### config.mk
export PLATFORM = sky130hd
export DESIGN_NAME = pvaj_sqrt_cell
export DESIGN_NICKNAME = d
export VERILOG_FILES = /design/src/design/point_view_angle_jet_colour_unit_defines.svh /design/src/design/pvaj_pkg.sv /design/src/design/pvaj_sqrt_cell.sv
export SDC_FILE = /design/constraint.sdc
export NUM_CORES = 1
export LEC_CHECK = 0
export ABC_AREA = 1
export BUFFER_PORTS_ARGS = -buffer_cell sky130_fd_sc_hd__buf_2
export CAP_MARGIN = 20
export CELL_PAD_IN_SITES_DETAIL_PLACEMENT = 2
export CELL_PAD_IN_SITES_GLOBAL_PLACEMENT = 2
export CORE_MARGIN = 8
export CORE_UTILIZATION = 24
export DETAILED_ROUTE_END_ITERATION = 10
export PLACE_DENSITY_LB_ADDON = 0.1
export REMOVE_ABC_BUFFERS = 1
export SLEW_MARGIN = 25
export SYNTH_ARGS = -nofsm -noshare
export SYNTH_HDL_FRONTEND = slang
export SYNTH_SLANG_ARGS = --single-unit
### constraint.sdc
create_clock -name clk_i -period 1.2 [get_ports clk_i]
set_clock_uncertainty 0.15 [all_clocks]
set_input_delay 0.24 -clock clk_i [delete_from_list [all_inputs] [get_ports clk_i]]
set_output_delay 0.24 -clock clk_i [all_outputs]
set_load 0.01 [all_outputs]
### src/design/point_view_angle_jet_colour_unit_defines.svh
// Assertion macros shared by the view-angle colouring design.
// Depends on nothing; include by bare file name.
`ifndef POINT_VIEW_ANGLE_JET_COLOUR_UNIT_DEFINES_SVH
`define POINT_VIEW_ANGLE_JET_COLOUR_UNIT_DEFINES_SVH

// Check that a condition implies another in the same cycle.
`define PVAJ_ASSERT_IMPLY(label, clk, rst_n, ante, cons) \
  label: assert property (@(posedge clk) disable iff (!rst_n) (ante) |-> (cons)) \
    else $error("pvaj: implication check failed");

// Check that a condition is followed by another after the delay given by dly.
`define PVAJ_ASSERT_DELAY(label, clk, rst_n, ante, dly, cons) \
  label: assert property (@(posedge clk) disable iff (!rst_n) (ante) |-> ##(dly) (cons)) \
    else $error("pvaj: delayed check failed");

`endif

### src/design/pvaj_pkg.sv
// Types, widths and tables for the view-angle colouring pipeline.
// Depends on nothing.
`default_nettype none
package pvaj_pkg;

  localparam int CoordW         = 24;
  localparam int NormW          = 16;
  localparam int NegW           = NormW + 1;
  localparam int ProdW          = CoordW + NegW;
  localparam int SumW           = ProdW + 2;
  localparam int ShW            = $clog2(SumW);
  localparam int NormBits       = 29;
  localparam int SqW            = 2 * NormBits;
  localparam int SsW            = SqW + 2;
  localparam int RootW          = SsW / 2;
  localparam int RemW           = RootW + 3;
  localparam int CordW          = RootW + 4;
  localparam int FracW          = 33;
  localparam int ChanW          = 8;
  localparam int AtanLen        = 24;
  localparam int AngleStagesDef = 16;

  localparam logic [31:0] AtanTurns [AtanLen] = '{
    32'd536870912, 32'd316933406, 32'd167458907, 32'd85004756, 32'd42667331,
    32'd21354465, 32'd10679838, 32'd5340245, 32'd2670163, 32'd1335087,
    32'd667544, 32'd333772, 32'd166886, 32'd83443, 32'd41722, 32'd20861,
    32'd10430, 32'd5215, 32'd2608, 32'd1304, 32'd652, 32'd326, 32'd163, 32'd81
  };

  typedef struct packed {
    logic signed [CoordW-1:0] point_x;
    logic signed [CoordW-1:0] point_y;
    logic signed [CoordW-1:0] point_z;
    logic signed [NormW-1:0]  norm_x;
    logic signed [NormW-1:0]  norm_y;
    logic signed [NormW-1:0]  norm_z;
  } req_t;

  typedef struct packed {
    logic signed [CoordW-1:0] out_x;
    logic signed [CoordW-1:0] out_y;
    logic signed [CoordW-1:0] out_z;
    logic [ChanW-1:0]         red;
    logic [ChanW-1:0]         green;
    logic [ChanW-1:0]         blue;
  } res_t;

  typedef struct packed {
    logic signed [CoordW-1:0] x;
    logic signed [CoordW-1:0] y;
    logic signed [CoordW-1:0] z;
  } point_t;

  // Side data riding along the square-root chain.
  typedef struct packed {
    point_t              pt;
    logic                zero;
    logic                dneg;
    logic [NormBits-1:0] md;
  } sq_side_t;

  typedef struct packed {
    logic [SsW-1:0]   n;
    logic [RemW-1:0]  rem;
    logic [RootW-1:0] root;
  } sq_state_t;

  typedef struct packed {
    point_t pt;
    logic   zero;
  } cord_side_t;

  typedef struct packed {
    logic signed [CordW-1:0] x;
    logic signed [CordW-1:0] y;
    logic signed [CordW-1:0] z;
  } cord_state_t;

  // Colour fraction in Q1.32 times 255, truncated.
  function automatic logic [ChanW-1:0] chan_of(input logic [FracW-1:0] f);
    logic [FracW+ChanW-1:0] p;
    p = {{ChanW{1'b0}}, f} * (FracW + ChanW)'(255);
    return p[FracW+ChanW-2:FracW-1];
  endfunction

endpackage
`default_nettype wire

### src/design/pvaj_sqrt_cell.sv
// One digit cell of the integer square-root chain.
// Depends on pvaj_pkg.
`default_nettype none
module pvaj_sqrt_cell import pvaj_pkg::*; (
  input  wire logic      clk_i,
  input  wire logic      rst_ni,
  input  wire logic      valid_i,
  input  wire sq_state_t st_i,
  input  wire sq_side_t  side_i,
  output logic           valid_o,
  output sq_state_t      st_o,
  output sq_side_t       side_o
);

  logic      valid_q;
  sq_state_t st_d, st_q;
  sq_side_t  side_q;
  logic [RemW-1:0] cat, trial;

  always_comb begin
    cat   = {1'b0, st_i.rem[RemW-4:0], st_i.n[SsW-1 -: 2]};
    trial = {1'b0, st_i.root, 2'b01};
    st_d.n = {st_i.n[SsW-3:0], 2'b00};
    if (cat >= trial) begin
      st_d.rem  = cat - trial;
      st_d.root = {st_i.root[RootW-2:0], 1'b1};
    end else begin
      st_d.rem  = cat;
      st_d.root = {st_i.root[RootW-2:0], 1'b0};
    end
  end

  always_ff @(posedge clk_i or negedge rst_ni) begin
    if (!rst_ni) begin
      valid_q <= 1'b0;
    end else begin
      valid_q <= valid_i;
    end
  end

  always_ff @(posedge clk_i) begin
    st_q   <= st_d;
    side_q <= side_i;
  end

  assign valid_o = valid_q;
  assign st_o    = st_q;
  assign side_o  = side_q;

endmodule
`default_nettype wire

==> metrics.md, run 1 <==
| Metric | Value |
|---|---|
| Routed wire length per instance | `37.3 microns` |
| Post-synth top area cell | `dfxtp_1` |
| Largest net degree at the start of global routing | `15` |
| Gr usage total | `roughly 30%` |
| Fin crit period | `2.22 ns` |
| Crit Path Category | `primary input to flop` |
| Final Hold Viols | `2` |
| Final Setup Violations | `259` |
| Area Growth Syn to Fin | `128%` |
| Dominant synthesized flop cell | `dfxtp_1` |
| Commonest cells in the netlist | `312 x nand2_1, 224 x dfxtp_1, 148 x inv_1` |
| Synth warnings | `0` |
| Sink Count | `225` |
| Chip Width | `194 microns` |
| Period utilization | `185%` |
| Status | `finished with violations` |
| Area share of the largest cell type after synthesis | `58.8%` |
| Required @ worst endpoint | `1.52 ns` |
| Max-slew violations | `0` |
| Worst hold-check path type | `primary input to flop` |
| IO Pins | `about 460` |
| Number of global-route vias before repair | `11300` |
| Routed via count | `11100` |
| Sw power | `8.35 mW` |
| CP endpoint kind | `flop` |
| Total power | `24.2 mW` |
| Most common cell in the netlist | `nand2_1` |
| Syn Area/Cell | `roughly 8.5 sq um` |
| Cell count after synthesis | `893` |
| Synth area leaders | `dfxtp_1 59%, nand2_1 15%, inv_1 7.3%, ha_1 5.3%, nand3_1 2.5%` |
| Share of cells above drive strength 1 | `60.1%` |
| Routed met1 length | `between 20000 and 30000 microns` |
| Area of the die | `about 38000 sq um` |
| Clock Path Buffers | `3` |
| Number of synthesized flops with an enable pin | `0` |
| Die Y | `194 microns` |
| Starting DRC count in detailed routing | `just under 700` |
| Maximum VDD drop | `1.36 mV` |
| Sequential Power Share | `35.3%` |
| Net count, final | `2016` |
| Initial antenna violation count | `10` |
| Max-cap violations | `0` |
| Placed cell areas | `11300 sq um` |
| Total Routed Length | `81900 microns` |
| GRT overflow | `0` |
| Drt pass-1 iters | `5` |
| DR top layer | `met4` |
| Standby leakage power | `8.57 nW` |
| Number of port buffers | `450` |
| CP startpoint kind | `primary input` |
| CTS buffer count | `26` |
| CTS clk-pin slew, worst paths | `0.07 ns` |
| Fill count | `3122` |
| Routed Antenna Nets | `0` |
| Final instance area | `17400 sq um` |
| Non-filler cells, final | `2194` |
| CORE AREA | `31400 sq um` |
| Mapped Area | `7620 sq um` |
| First-pass GRT wire length | `83800 microns` |
| Htree depth | `1` |
| Sw frac | `34.5%` |
| Peak Freq | `between 400 and 500 MHz` |
| Clock tree from TritonCTS | `yes` |
| Post-synth ARST share | `0.444%` |
| Power Internal | `15.9 mW` |
| Met2 Routed Length | `39800 microns` |
| Pwr/cell area | `1400 nW/um^2` |
| Unrepaired setup endpoints after global routing | `true` |
| CTS root buf | `clkbuf_16` |
| DR vias/cell | `a little over 5` |
| Clock power frac | `between 30 and 40%` |
| Routability congestion estimate | `around 0.8` |
| Netlist cell types | `29` |
| Critical Path AT | `2.54 ns` |
| Hpwl dp | `33200 microns` |
| Row cnt | `65` |
| Initial Util | `24.3%` |
| Final WS setup | `-1.02 ns` |
| Failing checks | `negative hold slack, negative setup slack` |
| Crit Path Max Fanout | `10` |
| Yosys reg bits | `between 200 and 250` |
| Met3 routed WL | `5760 microns` |
| Comb power frac | `28.4%` |
| Sequential area share after synthesis | `between 50% and 60%` |
| DR DRC count | `0` |
| Hold WS | `-0.116 ns` |
| Placed insts | `about 1900` |
through the flow:
step	utilization, %	TNS (ns)	setup slack (ns)
5_1_grt	55.3	-78.17	-0.970
4_1_cts	51.9	-55.59	-0.377
6_report	55.3	-76.52	-1.02
3_5_place_dp	36.1	-40.33	-1.23
3_3_place_gp	36.1	-41.26	-1.24
2_1_floorplan	-	-29.62	-0.894
power groups by stage:
| stage | Clock (mW) | Sequential [mW] | Combinational [mW] |
|---|---|---|---|
| finish | 8.79 | 8.56 | 6.87 |
| global route | 9.02 | 8.56 | 6.97 |
| CTS | 8.10 | 8.31 | 5.30 |
| detailed placement | 0 | 8.32 | 3.72 |
| global placement | 0 | 8.31 | 3.62 |
| floorplan | 0 | 8.61 | 1.19 |
final cells by class:
| type | count | area (sq um) | share of cell area, % |
|---|---|---|---|
| Timing Repair Buffer | 842 | 7260 | 41.8 |
| Sequential cell | 225 | 4780 | 27.5 |
| Multi-Input combinational cell | 503 | 3310 | 19.1 |
| Clock buffer | 35 | 744 | 4.29 |
| Inverter | 157 | 602 | 3.47 |
| Tap cell | 402 | 503 | 2.90 |
| Clock inverter | 11 | 110 | 0.634 |
| Antenna cell | 19 | 47.5 | 0.274 |
timing repair:
item,4_1_cts,5_1_grt
gates resized for setup,472,271
hold buffers,221,3
hold endpoints to repair,224,5
pin swaps,34,25
gates cloned,2,1
setup endpoints to repair,259,259
buffers inserted,27,9
sequential cells by signal, indices dropped and copies added, names as in the netlist:
register	flops
st_o	121
side_o	103
valid_o	1
layer usage:
layer,GRT usage (%),vias to the layer above
met4,13.6,0
li1,-,4422
met2,56.1,764
met1,31.9,5502
met3,5.62,368
met5,0,-
cell usage in the layout (no fill, tap or decap), drive strengths merged, types with 2 or more instances in the layout:
master         n
a21oi         19
and2           7
buf          617
clkbuf        36
clkinv         4
clkinvlp       6
conb           2
dfxtp        224
diode         19
dlygate4sd3  224
ha            32
inv          157
nand2        316
nand3         39
nand3b         9
nand4          5
nor2          47
nor3           9
xor2          13
worst paths after layout:
path,start,endpoint,slack (ns),depth (start not counted)
max in group asynchronous,rst_ni,valid_o,0.39,3
min,st_i[37],st_o[39],-0.12,3
min in group asynchronous,rst_ni,valid_o,0.40,3
max,st_i[15],st_o[46],-1.02,15
worst max-delay path, cell delays in order:
cell and delay [ns]:
buf_2 0.12, inv_1 0.14, ha_4 0.36, nand2_4 0.08, nor2_4 0.16, inv_4 0.07
nor2_4 0.14, nand2_2 0.11, nor3_4 0.23, nor2_2 0.09, nand2_4 0.10, buf_6 0.15
buf_12 0.16, nand3_1 0.16, nand2_1 0.21
cells by family after synthesis:
| logic type | Yosys count | share of synthesized area [%] |
|---|---|---|
| AO/OA/AOI/OAI | 22 | 1.51 |
| XOR/XNOR | 14 | 1.61 |
| adder cells (fa/ha/maj) | 32 | 5.25 |
| buffers and inverters | 166 | 8.73 |
| flip-flops | 225 | 59.2 |
| other | 1 | 0.0492 |
| AND/OR/NAND/NOR | 433 | 23.7 |
Note: power is estimated with default switching activity, not from simulation.
==> inputs of run 2 (changes only) <==
--- a/config.mk
+++ b/config.mk
@@ -15,6 +15,7 @@
 export DETAILED_ROUTE_END_ITERATION = 10
 export PLACE_DENSITY_LB_ADDON = 0.1
 export REMOVE_ABC_BUFFERS = 1
+export SETUP_SLACK_MARGIN = 0.3
 export SLEW_MARGIN = 25
 export SYNTH_ARGS = -nofsm -noshare
 export SYNTH_HDL_FRONTEND = slang
==> run 2 against run 1 <==
Net effect:
- synthesized cell count unchanged
- area after synthesis unchanged
- the run now fails in global routing (5_1_grt)
==> metrics.md, run 2 <==
| Metric | Value |
|---|---|
| Largest net degree at the start of global routing | `15` |
| Initial antenna violation count | `13` |
| Synth area leaders | `dfxtp_1 59%, nand2_1 15%, inv_1 7.3%, ha_1 5.3%, nand3_1 2.5%` |
| IO Pins | `456` |
| Number of synthesized flops with an enable pin | `0` |
| Commonest cells in the netlist | `312 x nand2_1, 224 x dfxtp_1, 148 x inv_1` |
| Yosys reg bits | `225` |
| Htree depth | `1` |
| Chip Width | `194 microns` |
| CTS root buf | `clkbuf_16` |
| Stopping stage | `global routing (5_1_grt)` |
| Cell count after synthesis | `893` |
| Number of port buffers | `450` |
| Status | `aborted with a tool error` |
| Area share of the largest cell type after synthesis | `58.8%` |
| CTS buffer count | `26` |
| Routability congestion estimate | `0.816` |
| Clock Path Buffers | `3` |
| Dominant synthesized flop cell | `dfxtp_1` |
| Sequential area share after synthesis | `59.2%` |
| Syn Area/Cell | `8.53 sq um` |
| Initial Util | `24.3%` |
| Mapped Area | `7620 sq um` |
| Sink Count | `225` |
| Worst-path endpoint after global-route repair_timing | `st_o[56]$_DFF_P_/D` |
| Synth warnings | `0` |
| Stop err | `[ERROR DPL-0033] detailed placement checks failed during check placement.` |
| Hpwl dp | `33200 microns` |
| Netlist cell types | `29` |
| Most common cell in the netlist | `nand2_1` |
| Die Y | `194 microns` |
| Post-synth top area cell | `dfxtp_1` |
| Worst endpoint type | `register input` |
| Post-synth ARST share | `0.444%` |
| Row cnt | `65` |
run 2: cells by family after synthesis:
| kind of cell | Yosys count | synth area share [%] |
|---|---|---|
| AOI/OAI and AO/OA | 22 | 1.51 |
| xor gates and xnor gates | 14 | 1.61 |
| adders and majority gates | 32 | 5.25 |
| buffers and inverters | 166 | 8.73 |
| DFF | 225 | 59.2 |
| other | 1 | 0.0492 |
| and+or+nand+nor | 433 | 23.7 |
run 2: per-stage QoR:
step	area [sq um]	setup TNS (ns)	util [%]	cells	setup slack [ns]
2_1_floorplan	7550	-29.62	-	885	-0.894
3_3_place_gp	11300	-41.26	36.1	1868	-1.24
3_5_place_dp	11300	-40.33	36.1	1868	-1.23
4_1_cts	16400	-55.77	52.2	2168	-0.382
run 2: timing repair:
item / in CTS
resized for setup: 481
hold buffers: 222
cloned: 3
setup buffers: 29
endpoints found under the hold margin: 224
endpoints found under the setup margin: 259
pin swaps: 30
==> inputs of run 3 (changes only) <==
--- a/config.mk
+++ b/config.mk
@@ -8,14 +8,11 @@
 export ABC_AREA = 1
 export BUFFER_PORTS_ARGS = -buffer_cell sky130_fd_sc_hd__buf_2
 export CAP_MARGIN = 20
-export CELL_PAD_IN_SITES_DETAIL_PLACEMENT = 2
-export CELL_PAD_IN_SITES_GLOBAL_PLACEMENT = 2
-export CORE_MARGIN = 8
-export CORE_UTILIZATION = 24
+export CORE_AREA = 8 8 171 173
 export DETAILED_ROUTE_END_ITERATION = 10
-export PLACE_DENSITY_LB_ADDON = 0.1
+export DIE_AREA = 0 0 179 181
+export PLACE_DENSITY_LB_ADDON = 0.15
 export REMOVE_ABC_BUFFERS = 1
-export SETUP_SLACK_MARGIN = 0.3
 export SLEW_MARGIN = 25
 export SYNTH_ARGS = -nofsm -noshare
 export SYNTH_HDL_FRONTEND = slang
==> run 3 against run 2 <==
Net effect:
- the flow now finishes, with violations (negative setup slack)
==> metrics.md, run 3 (synthesized netlist as in run 1, its figures left out) <==
| Metric | Value |
|---|---|
| Status | `finished with violations` |
| Failing checks | `negative setup slack` |
| Worst hold-check path type | `primary input to flop` |
| Max-slew violations | `0` |
| Standby leakage power | `~8.5 nW` |
| Crit Path Category | `primary input to flop` |
| Routed via count | `8780` |
| Critical Path AT | `1.86 ns` |
| CTS root buf | `clkbuf_16` |
| Net count, final | `~2000` |
| Total Routed Length | `38200 microns` |
| Worst hold stages | `5` |
| Area Growth Syn to Fin | `120%` |
| Drt pass-1 iters | `4` |
| CTS clk-pin slew, worst paths | `0.06 ns` |
| Clock tree from TritonCTS | `yes` |
| Hpwl dp | `25800 microns` |
| Area of the die | `32400 sq um` |
| Die Y | `181 microns` |
| Fin crit period | `1.60 ns` |
| Total power | `21.1 mW` |
| GRT overflow | `0` |
| Routed Antenna Nets | `0` |
| IO Pins | `about 460` |
| Largest net degree at the start of global routing | `17` |
| Maximum VDD drop | `around 1.2 mV` |
| Starting DRC count in detailed routing | `324` |
| CTS buffer count | `25` |
| Max-cap violations | `0` |
| Required @ worst endpoint | `about 1.5 ns` |
| Final Hold Viols | `0` |
| Htree depth | `1` |
| CORE AREA | `26500 sq um` |
| Number of flip-flops under the largest register name | `121` |
| Setup WS pre-CTS | `-1.09 ns` |
| Final Setup Violations | `roughly 260` |
| Routability congestion estimate | `0.859` |
| Number of port buffers | `450` |
| CP startpoint kind | `primary input` |
| Peak Freq | `approximately 630 MHz` |
| Sink Count | `225` |
| Commonest non-fill, non-tap cell in the layout | `buf_2` |
| Gr usage total | `21.5%` |
| First-pass GRT wire length | `roughly 54000 microns` |
| Initial Util | `28.8%` |
| Final core occ | `63.3%` |
| Routed wire length per instance | `18.1 microns` |
| DR vias/cell | `4.17` |
| Clock Path Buffers | `3` |
| Number of global-route vias before repair | `roughly 9400` |
| Share of cells above drive strength 1 | `55.9%` |
| Pwr/cell area | `between 1000 and 1500 nW/um^2` |
| Chip Width | `179 microns` |
| Worst Hold Launch | `st_i[42]` |
| CP endpoint kind | `flop` |
| Final WS setup | `-0.396 ns` |
| Crit Path Max Fanout | `10` |
| Row cnt | `60` |
| DR DRC count | `0` |
| Most frequent cells in the layout | `278 x buf_2, 247 x nand2_1, 228 x dlygate4sd3_1, 176 x buf_6, 146 x dfxtp_2` |
| Hold Path Sink | `st_o[44]` |
| Hold WS | `0.0443 ns` |
| Initial antenna violation count | `4` |
| Unrepaired setup endpoints after global routing | `true` |
| Period utilization | `133%` |
-- run 3: metrics by stage --
stage	instance area (sq um)	cells	TNS (ns)
5_1_grt	16800	2105	-54.36
3_5_place_dp	11200	1800	-36.02
6_report	16800	2107	-43.53
4_1_cts	15900	2093	-47.43
2_1_floorplan	7550	885	-29.62
3_3_place_gp	11200	1800	-35.29
-- run 3: worst max-delay path by stage --
stage / from / to / slack (ns) / cells past startpoint
CTS: st_i[24] / st_o[56] / -0.33 / 15
floorplan: st_i[26] / st_o[46] / -0.89 / 13
finish: st_i[48] / st_o[45] / -0.40 / 15
global route: st_i[21] / st_o[55] / -0.48 / 14
global placement: st_i[5] / st_o[55] / -1.06 / 13
detailed placement: st_i[2] / st_o[54] / -1.09 / 13
-- run 3: power by group --
| group | internal [mW] | switching, mW |
|---|---|---|
| Clock | 4.31 | 3.08 |
| Sequential | 8.09 | 0.243 |
| Combinational | 2.96 | 2.45 |
| Total | 15.4 | 5.77 |
-- run 3: worst max-delay path, cell delays in order --
cell     delay, ns
buf_6         0.10
ha_4          0.27
buf_6         0.11
nand2_4       0.06
nor2_4        0.10
inv_2         0.06
nor2_4        0.11
nand2_2       0.07
nor3_4        0.19
nor2_4        0.08
nand2_8       0.11
inv_8         0.08
buf_16        0.15
nand2_1       0.07
nand2_1       0.06
-- run 3: cell type report --
class,instances,area [sq um]
multi-input combinational,503,3320
tap,341,427
sequential,225,4700
clock inverter,9,85.1
clock buffer,35,703
timing repair buffer,832,6930
fill,2106,9720
inverter,157,607
antenna,5,12.5
-- run 3: what timing repair did --
action                     4_1_cts  5_1_grt
buffers inserted                18        8
hold endpoints to repair       224        0
setup endpoints to repair      259      259
hold buffers                   228        0
gates cloned                     3        1
pin swaps                       39       27
gates resized for setup        365      236
-- run 3: routing by layer --
layer | track usage, % | share of wire (%) | vias to the layer above
met3 | 5.23 | 7.4 | 85
met2 | 40.8 | 53 | 325
met4 | 7.84 | 3.8 | 2
met1 | 22.2 | 36 | 3967
met5 | 0 | 0.029 | -
li1 | - | - | 4401
